--- config.mk ---
export PLATFORM = sky130hd
export DESIGN_NAME = integer_to_radix_digits
export DESIGN_NICKNAME = d
export VERILOG_FILES = /design/src/itrd_pkg.sv /design/src/itrd_front.sv /design/src/itrd_back.sv /design/src/integer_to_radix_digits.sv
export VERILOG_INCLUDE_DIRS = /design/src /design/src/src
export SDC_FILE = /design/constraint.sdc
export NUM_CORES = 1
export LEC_CHECK = 0
export BUFFER_PORTS_ARGS = -buffer_cell sky130_fd_sc_hd__buf_2
export CAP_MARGIN = 20
export CORE_MARGIN = 4
export CORE_UTILIZATION = 25
export DETAILED_ROUTE_END_ITERATION = 8
export MAX_ROUTING_LAYER = met4
export RECOVER_POWER = 25
export SLEW_MARGIN = 20
export SYNTH_ARGS = -nofsm -noshare
export SYNTH_HDL_FRONTEND = slang
export SYNTH_HIERARCHICAL = 1
export SYNTH_SLANG_ARGS = --single-unit
--- constraint.sdc ---
create_clock -name clk -period 7.87 [get_ports clk]
set_input_delay 1.1805 -clock clk [delete_from_list [all_inputs] [get_ports clk]]
set_output_delay 1.1805 -clock clk [all_outputs]
set_load 0.02 [all_outputs]
--- src/integer_to_radix_digits_defines.svh ---
// ---------------------------------------------------------------------------
// Integer to radix digits: assertion macros
// Shared assertion forms for the conversion block.
// ---------------------------------------------------------------------------
`ifndef INTEGER_TO_RADIX_DIGITS_DEFINES_SVH
`define INTEGER_TO_RADIX_DIGITS_DEFINES_SVH

// implication checked every clock, idle in reset
`define ITRD_ASSERT_IMP(label, ante, cons) \
    label: assert property (@(posedge clk) disable iff (!rst_n) (ante) |-> (cons)) \
        else $error("check failed: label");

// next-cycle implication
`define ITRD_ASSERT_NEXT(label, ante, cons) \
    label: assert property (@(posedge clk) disable iff (!rst_n) (ante) |=> (cons)) \
        else $error("check failed: label");

`endif

--- src/itrd_pkg.sv ---
// ---------------------------------------------------------------------------
// Integer to radix digits: package
// Shared widths, constants, types and digit-to-ASCII function.
// ---------------------------------------------------------------------------
package itrd_pkg;

    localparam int VALUE_BITS  = 64;
    localparam int DIGIT_STORE = 64;
    localparam int CNT_W       = $clog2(DIGIT_STORE + 1);
    localparam int IDX_W       = $clog2(DIGIT_STORE);
    localparam int DIG_W       = 6;
    localparam int QDEPTH      = 2;

    localparam logic [0:0] REG_RADIX = 1'd0;
    localparam logic [0:0] REG_UBITS = 1'd1;

    localparam logic [5:0] RADIX_DEFAULT = 6'd10;

    typedef struct packed {
        logic [VALUE_BITS-1:0] mag;
        logic                  neg;
        logic                  umode;
        logic [2:0]            ubits;
        logic [5:0]            radix;
    } job_t;

    function automatic logic [7:0] digit_char(input logic [DIG_W-1:0] d);
        logic [7:0] r;
        if (d < DIG_W'(10))
            r = 8'h30 + {2'b00, d};
        else
            r = 8'h61 + {2'b00, d} - 8'd10;
        return r;
    endfunction

endpackage

--- src/itrd_front.sv ---
// ---------------------------------------------------------------------------
// Integer to radix digits: front end
// Accepts items, resolves mode, radix and magnitude, queues jobs.
// ---------------------------------------------------------------------------
module itrd_front (
    input  logic                                   clk,
    input  logic                                   rst_n,
    input  logic                                   push,
    output logic                                   full,
    input  logic signed [itrd_pkg::VALUE_BITS-1:0] value,
    input  logic [5:0]                             radix_cfg,
    input  logic [2:0]                             ubits_cfg,
    output logic                                   job_valid,
    output itrd_pkg::job_t                         job,
    input  logic                                   job_take
);

    itrd_pkg::job_t q_reg [itrd_pkg::QDEPTH];
    logic           wp_reg, wp_next, rp_reg, rp_next;
    logic [1:0]     cnt_reg, cnt_next;
    itrd_pkg::job_t in_job;
    logic           do_push, do_pop;
    logic [itrd_pkg::VALUE_BITS-1:0] v;

    assign full    = (cnt_reg == 2'd2);
    assign do_push = push && !full;
    assign do_pop  = job_take && job_valid;
    assign job_valid = (cnt_reg != 2'd0);
    assign job       = q_reg[rp_reg];

    always_comb
    begin
        v = value;
        in_job.umode = (ubits_cfg != 3'd0);
        in_job.ubits = (ubits_cfg > 3'd5) ? 3'd5 : ubits_cfg;
        in_job.radix = (radix_cfg < 6'd2 || radix_cfg > 6'd36)
                       ? itrd_pkg::RADIX_DEFAULT : radix_cfg;
        in_job.neg   = !in_job.umode && v[itrd_pkg::VALUE_BITS-1];
        in_job.mag   = in_job.neg ? (~v + 1'b1) : v;
    end

    always_comb
    begin
        wp_next  = do_push ? ~wp_reg : wp_reg;
        rp_next  = do_pop ? ~rp_reg : rp_reg;
        cnt_next = cnt_reg + {1'b0, do_push} - {1'b0, do_pop};
    end

    always_ff @(posedge clk)
    begin
        if (do_push)
            q_reg[wp_reg] <= in_job;
    end

    always_ff @(posedge clk or negedge rst_n)
    begin
        if (!rst_n)
        begin
            wp_reg  <= 1'b0;
            rp_reg  <= 1'b0;
            cnt_reg <= 2'd0;
        end
        else
        begin
            wp_reg  <= wp_next;
            rp_reg  <= rp_next;
            cnt_reg <= cnt_next;
        end
    end

endmodule

--- src/itrd_back.sv ---
// ---------------------------------------------------------------------------
// Integer to radix digits: back end
// Restoring division per digit (bit-field shift in bit mode), digit memory, reversed readout.
// ---------------------------------------------------------------------------
`include "integer_to_radix_digits_defines.svh"

module itrd_back (
    input  logic                 clk,
    input  logic                 rst_n,
    input  logic                 job_valid,
    input  itrd_pkg::job_t       job,
    output logic                 job_take,
    output logic                 empty,
    input  logic                 pop,
    output logic [7:0]           character,
    output logic                 negative,
    output logic                 last
);

    localparam logic [1:0] S_IDLE = 2'd0;
    localparam logic [1:0] S_DIV  = 2'd1;
    localparam logic [1:0] S_READ = 2'd2;
    localparam logic [1:0] S_OUT  = 2'd3;
    localparam int VB = itrd_pkg::VALUE_BITS;
    localparam int SW = $clog2(VB);

    logic [1:0]   st_reg, st_next;
    logic [VB-1:0] quo_reg, quo_next;
    logic [5:0]   rem_reg, rem_next;
    logic [SW-1:0] bit_reg, bit_next;
    logic [itrd_pkg::CNT_W-1:0] cnt_reg, cnt_next;
    logic [5:0]   radix_reg;
    logic         umode_reg;
    logic [2:0]   ubits_reg;
    logic         neg_reg;
    logic [itrd_pkg::DIG_W-1:0] mem [itrd_pkg::DIGIT_STORE];
    logic [itrd_pkg::DIG_W-1:0] rd_reg;
    logic         wr_en;
    logic [itrd_pkg::DIG_W-1:0] wr_d;
    logic [6:0]   trial;
    logic [5:0]   umask;
    logic         rd_en;
    logic         out_valid_reg, out_valid_next;
    logic         last_reg, last_next;

    assign job_take = (st_reg == S_IDLE) && job_valid;
    assign empty    = !out_valid_reg;
    assign character = itrd_pkg::digit_char(rd_reg);
    assign negative  = neg_reg;
    assign last      = last_reg;

    always_comb
    begin
        trial = {rem_reg, quo_reg[bit_reg]} - {1'b0, radix_reg};
        umask = 6'((7'd1 << ubits_reg) - 7'd1);
        st_next   = st_reg;
        quo_next  = quo_reg;
        rem_next  = rem_reg;
        bit_next  = bit_reg;
        cnt_next  = cnt_reg;
        wr_en     = 1'b0;
        wr_d      = '0;
        rd_en     = 1'b0;
        out_valid_next = out_valid_reg;
        last_next = last_reg;
        unique case (st_reg)
            S_IDLE:
            begin
                if (job_valid)
                begin
                    quo_next = job.mag;
                    rem_next = '0;
                    bit_next = SW'(VB - 1);
                    cnt_next = '0;
                    st_next  = S_DIV;
                end
            end
            S_DIV:
            begin
                if (umode_reg)
                begin
                    wr_en    = 1'b1;
                    wr_d     = quo_reg[5:0] & umask;
                    quo_next = quo_reg >> ubits_reg;
                    cnt_next = cnt_reg + 1'b1;
                    if (quo_next == '0 || cnt_next == itrd_pkg::CNT_W'(itrd_pkg::DIGIT_STORE))
                        st_next = S_READ;
                end
                else
                begin
                    if (!trial[6])
                    begin
                        rem_next = trial[5:0];
                        quo_next[bit_reg] = 1'b1;
                    end
                    else
                    begin
                        rem_next = {rem_reg[4:0], quo_reg[bit_reg]};
                        quo_next[bit_reg] = 1'b0;
                    end
                    bit_next = bit_reg - 1'b1;
                    if (bit_reg == '0)
                    begin
                        wr_en    = 1'b1;
                        wr_d     = rem_next;
                        cnt_next = cnt_reg + 1'b1;
                        rem_next = '0;
                        bit_next = SW'(VB - 1);
                        if (quo_next == '0
                            || cnt_next == itrd_pkg::CNT_W'(itrd_pkg::DIGIT_STORE))
                            st_next = S_READ;
                    end
                end
            end
            S_READ:
            begin
                rd_en = 1'b1;
                cnt_next = cnt_reg - 1'b1;
                last_next = (cnt_reg == itrd_pkg::CNT_W'(1));
                out_valid_next = 1'b1;
                st_next = S_OUT;
            end
            S_OUT:
            begin
                if (pop)
                begin
                    out_valid_next = 1'b0;
                    st_next = last_reg ? S_IDLE : S_READ;
                end
            end
            default: st_next = S_IDLE;
        endcase
    end

    always_ff @(posedge clk)
    begin
        if (wr_en)
            mem[cnt_reg[itrd_pkg::IDX_W-1:0]] <= wr_d;
        if (rd_en)
            rd_reg <= mem[cnt_next[itrd_pkg::IDX_W-1:0]];
        if (job_take)
        begin
            radix_reg <= job.radix;
            umode_reg <= job.umode;
            ubits_reg <= job.ubits;
            neg_reg   <= job.neg;
        end
        quo_reg  <= quo_next;
        rem_reg  <= rem_next;
        bit_reg  <= bit_next;
        last_reg <= last_next;
    end

    always_ff @(posedge clk or negedge rst_n)
    begin
        if (!rst_n)
        begin
            st_reg        <= S_IDLE;
            cnt_reg       <= '0;
            out_valid_reg <= 1'b0;
        end
        else
        begin
            st_reg        <= st_next;
            cnt_reg       <= cnt_next;
            out_valid_reg <= out_valid_next;
        end
    end

    `ITRD_ASSERT_IMP(a_out_in_out_state, !empty, st_reg == S_OUT)
    `ITRD_ASSERT_IMP(a_take_only_idle, job_take, st_reg == S_IDLE)
    `ITRD_ASSERT_NEXT(a_last_to_idle, (st_reg == S_OUT) && pop && last_reg, st_reg == S_IDLE)
    `ITRD_ASSERT_IMP(a_cnt_bound, 1'b1, cnt_reg <= itrd_pkg::CNT_W'(itrd_pkg::DIGIT_STORE))

endmodule

--- src/integer_to_radix_digits.sv ---
// Flow: a job waits in the job queue and is loaded by the back end; each digit is divided out
// in radix mode (one quotient bit a cycle) or shifted out in bit mode, then read back and emitted.
// Throughput: one item at a time in the back end; a 2-entry job queue lets the front accept ahead.
// Reset: rst_n asynchronous active low; radix resets to 10, digit bits to 0, queues empty.
// ---------------------------------------------------------------------------
// Integer to radix digits: top level
// Configuration registers, front end and back end.
// ---------------------------------------------------------------------------
module integer_to_radix_digits (
    input  logic                                   clk,
    input  logic                                   rst_n,
    input  logic                                   push,
    output logic                                   full,
    input  logic signed [itrd_pkg::VALUE_BITS-1:0] value,
    output logic                                   empty,
    input  logic                                   pop,
    output logic [7:0]                             character,
    output logic                                   negative,
    output logic                                   last,
    input  logic                                   cfg_valid,
    output logic                                   cfg_ready,
    input  logic [0:0]                             cfg_index,
    input  logic [7:0]                             cfg_data
);

    logic [5:0]     radix_reg;
    logic [2:0]     ubits_reg;
    logic           job_valid, job_take;
    itrd_pkg::job_t job;

    assign cfg_ready = 1'b1;

    always_ff @(posedge clk or negedge rst_n)
    begin
        if (!rst_n)
        begin
            radix_reg <= itrd_pkg::RADIX_DEFAULT;
            ubits_reg <= 3'd0;
        end
        else if (cfg_valid)
        begin
            unique case (cfg_index)
                itrd_pkg::REG_RADIX: radix_reg <= cfg_data[5:0];
                itrd_pkg::REG_UBITS: ubits_reg <= cfg_data[2:0];
                default: ;
            endcase
        end
    end

    itrd_front u_front (
        .clk(clk), .rst_n(rst_n), .push(push), .full(full), .value(value),
        .radix_cfg(radix_reg), .ubits_cfg(ubits_reg),
        .job_valid(job_valid), .job(job), .job_take(job_take)
    );

    itrd_back u_back (
        .clk(clk), .rst_n(rst_n), .job_valid(job_valid), .job(job),
        .job_take(job_take), .empty(empty), .pop(pop),
        .character(character), .negative(negative), .last(last)
    );

endmodule
==> out/results.tsv <==
stage	metric	value	unit
floorplanning	row count	135	
floorplanning	initial core utilization	25.20	%
clock_tree	Post-CTS Setup Inserts	0	
worst_setup_path	WS Path Type	flip-flop to flip-flop	
synth	sequential area share after synthesis	56.86	%
synth	synth cell count leaders	edfxtp_1 (628), nand2_1 (437), nor2_1 (193)	
synth	Post-Syn Instances	2964	
timing	max-slew violation count	328	
clock_tree	htree depth	3	
worst_setup_path	cells on worst reg2reg path	19	
clock_tree	CTS tree	done	
timing	hold slack final	0.4933	ns
cells_and_area	fin nets	3043	
min_path	hold depth	1	
timing	clk_skew	0.04495	ns
clock_tree	post-cts resize count	0	
status	outcome	complete, but fails checks	
global_routing	first-pass GRT wire length	151.9	mm
timing	unrepaired setup endpoints after global routing	false	
synth	Yosys warnings	6	
clock_tree	cts hold-fix bufs	0	
cells_and_area	footprint of the multi-input gates	13660	um2
worst_setup_path	reg-to-reg endpoint	u_back/mem[28][3]	
synth	Synth top area share	55.17	%
clock_tree	worst skew pair latency	0.67	ns
drt	DR vias/cell	5.203	
timing	Final Hold Vio Count	0	
timing	min Tclk post-route	5.692	ns
worst_setup_path	worst path buffer plus inverter count	4	
placement	dpl cells	4653	
worst_setup_path	worst path cell trace	buf_4 > inv_1 > nor2_1 > a221o_1 > nand3_1 > o311ai_0 > nand3_1 > o211a_1 > ha_1 > inv_1 > fa_1 > a21o_1 > a311oi_1 > or3_1 > mux2i_1 > nor2_1 > a31oi_1 > nor2_4 > buf_4	
synth	syn_nets	3061	
drt	wire per inst	20.89	um
power_and_ir_drop	Worst VDD drop	0.0001744	V
cells_and_area	area growth from synthesis to layout	13.08	%
global_routing	largest net degree at the start of global routing	91	
power_and_ir_drop	PD cells	200.9	nW/um2
placement	port bufs	87	
synth	Yosys reg bits	651	
drt	TritonRoute pass-1 iters	6	
placement	Post-DP HPWL	65.93	mm
synth	Avg Inst Size Synth	11.53	um2
timing	Tcrit/Tclk final	72.32	%
global_routing	GRT overflow	0	
timing	max frequency	0.1757	GHz
min_path	min-delay worst type	flip-flop to flip-flop	
clock_tree	Clock transition at path regs	0.07	ns
drt	DRC	0	
worst_setup_path	Worst path max stage delay	0.67	ns
worst_setup_path	Worst path slowest cell	or3_1	
placement	placer congestion estimate	0.9439	
clock_tree	clk root buf	clkbuf_16	
synth	most common cell in the netlist	edfxtp_1	
worst_setup_path	Reg2Reg Setup Slack	2.18	ns
worst_setup_path	CP Launch Type	flip-flop	
synth	Async S/R FF share, synth	3.533	%
clock_tree	Sink Count	651	
timing	Worst-Margin Slew	3.877	ns
cells_and_area	register area	19440	um2
clock_tree	Clock Path Buffers	3	
floorplanning	I/O pins	91	
worst_setup_path	crit end category	flip-flop	
synth	Most used DFF post-synth	edfxtp_1	
min_path	Hold Path Origin	u_front/wp_reg	
worst_setup_path	CP arrival	5.98	ns
synth	largest area contributor in the netlist	edfxtp_1	
worst_setup_path	CP required	8.16	ns
floorplanning	Die Height	377.8	um
drt	routed vias	24920	
worst_setup_path	critical path's top delay family	compound AO/OA/AOI/OAI gates	
clock_tree	CTS buffer count	72	
cells_and_area	fin cells	4790	
worst_setup_path	r2r startpoint	u_back/bit_reg[1]	
synth	number of flops mapped to enable cells by yosys	628	
floorplanning	CORE AREA	135600	um2
synth	Cell variety after synth	99	
drt	Detail Route Antenna Nets	0	
power_and_ir_drop	Design Power	7.765	mW
cells_and_area	FILL cells	13850	
timing	total negative slack	0	ns
min_path	Hold EP	u_front/wp_reg	
global_routing	Tot GR Track Use	14.06	%
cells_and_area	final instance area	38650	um2
cells_and_area	max reg flops	384	
floorplanning	chip width	377.8	um
global_routing	initial antenna violation count	5	
drt	DRT iter0 DRCs	3191	
timing	slew margin rel.	-158.4	%
job	Max Cap Viol	6	
synth	mapped cell area	34180	um2
worst_setup_path	Worst Path Max Fanout	64	
power_and_ir_drop	Leakage	12.94	nW
global_routing	vias in the first global route	23698	
cells_and_area	share of layout cells above drive strength 1	14.94	%
status	failing checks	capacitance limit, slew limit	
drt	wirelength, routed	100.1	mm
timing	setup violators final	0	
synth	synth top area cells	edfxtp_1 (55%), nand2_1 (4.8%), mux4_2 (4.3%)	
floorplanning	die footprint	142700	um2
placement	placed instance area	36390	um2
-- cell families (layout without fill, tap and decap cells) --
logic type / Yosys count / count (layout) / share of synthesized area, %
DFF: 651 / 651 / 56.86
adders and majority gates: 19 / 19 / 0.7175
other: 1 / 5 / 0.01097
and+or+nand+nor: 1064 / 1064 / 14.87
AOI/OAI and AO/OA: 625 / 625 / 12.07
buffers and inverters: 277 / 318 / 3.309
xor gates and xnor gates: 75 / 75 / 1.922
muxes: 252 / 252 / 10.24
-- routing by layer --
layer	wire length, um	vias to the layer above	share of wire (%)	GRT usage (%)
met3	7607	146	7.6	1.843
met1	43420	12349	43	19.28
met4	2416	0	2.4	3.739
li1	-	11335	-	-
met2	46630	1090	47	21.98
met5	0	-	0	-
-- worst register-to-register path, cell delays in order (launching register included) --
cell      delay [ns]
edfxtp_1        0.36
buf_4           0.27
inv_1           0.49
nor2_1          0.23
a221o_1         0.39
nand3_1         0.10
o311ai_0        0.16
nand3_1         0.13
o211a_1         0.21
ha_1            0.15
inv_1           0.06
fa_1            0.40
a21o_1          0.20
a311oi_1        0.38
or3_1           0.68
mux2i_1         0.35
nor2_1          0.07
a31oi_1         0.28
nor2_4          0.04
buf_4           0.35
-- worst max path at each step --
stage                            from                 to  slack (ns)  cells past startpoint
detailed placement  u_back/bit_reg[1]  u_back/mem[44][3]        2.33                     19
floorplan           u_back/bit_reg[0]   u_back/mem[0][0]        0.27                     18
global placement    u_back/bit_reg[1]  u_back/mem[45][3]        2.42                     19
finish              u_back/bit_reg[1]  u_back/mem[28][3]        2.18                     19
CTS                 u_back/bit_reg[1]  u_back/mem[28][3]        2.30                     19
global route        u_back/bit_reg[1]  u_back/mem[28][3]        1.96                     19
-- metrics by stage --
stage               utilization [%]  worst slack [ns]
finish                        28.50             2.178
global route                  28.49             1.961
CTS                           28.55             2.296
detailed placement            26.83             2.331
global placement              26.83             2.418
floorplan                         -            0.2703
-- cells in the final DEF, fill, tap and decap left out, types with 9 or more instances in the layout --
| master | netlist | layout |
|---|---|---|
| a211oi_1 | 57 | 57 |
| a21oi_1 | 96 | 96 |
| a22oi_1 | 22 | 21 |
| a311oi_1 | 11 | 11 |
| a31oi_1 | 95 | 95 |
| and2_1 | 14 | 9 |
| and3_1 | 79 | 79 |
| buf_2 | 37 | 84 |
| buf_4 | 2 | 40 |
| clkbuf_1 | 149 | 30 |
| clkbuf_16 | 0 | 72 |
| clkinv_1 | 4 | 12 |
| clkinv_2 | 0 | 10 |
| dfrtp_1 | 21 | 21 |
| edfxtp_1 | 628 | 628 |
| ha_1 | 18 | 18 |
| inv_1 | 41 | 39 |
| mux2_2 | 97 | 101 |
| mux2i_1 | 83 | 83 |
| mux4_2 | 66 | 66 |
| nand2_1 | 437 | 437 |
| nand2b_1 | 21 | 21 |
| nand3_1 | 98 | 98 |
| nand3b_1 | 10 | 10 |
| nand4_1 | 20 | 20 |
| nor2_1 | 193 | 188 |
| nor2b_1 | 10 | 11 |
| nor3_1 | 78 | 77 |
| nor4_1 | 25 | 25 |
| o211ai_1 | 16 | 16 |
| o21ai_0 | 155 | 155 |
| o22ai_1 | 13 | 13 |
| o311ai_0 | 44 | 44 |
| o31ai_1 | 14 | 13 |
| or3_1 | 13 | 13 |
| or4_1 | 15 | 15 |
| xnor2_1 | 29 | 29 |
| xor2_1 | 46 | 46 |
-- cell type report --
class / count / area share, %
Sequential cell: 651 / 50.28
Multi-Input combinational cell: 2036 / 35.34
Tap cell: 1781 / 5.765
Clock buffer: 98 / 5.069
Timing Repair Buffer: 136 / 2.065
Clock inverter: 35 / 0.9679
Inverter: 49 / 0.4823
Antenna cell: 4 / 0.02590
-- where the power goes --
part	switching (mW)	total (mW)	internal, mW
combinational	0.259	0.385	0.127
sequential	0.0471	4.08	4.04
clock	1.44	3.30	1.85
Power figures use the tool's default switching activity.
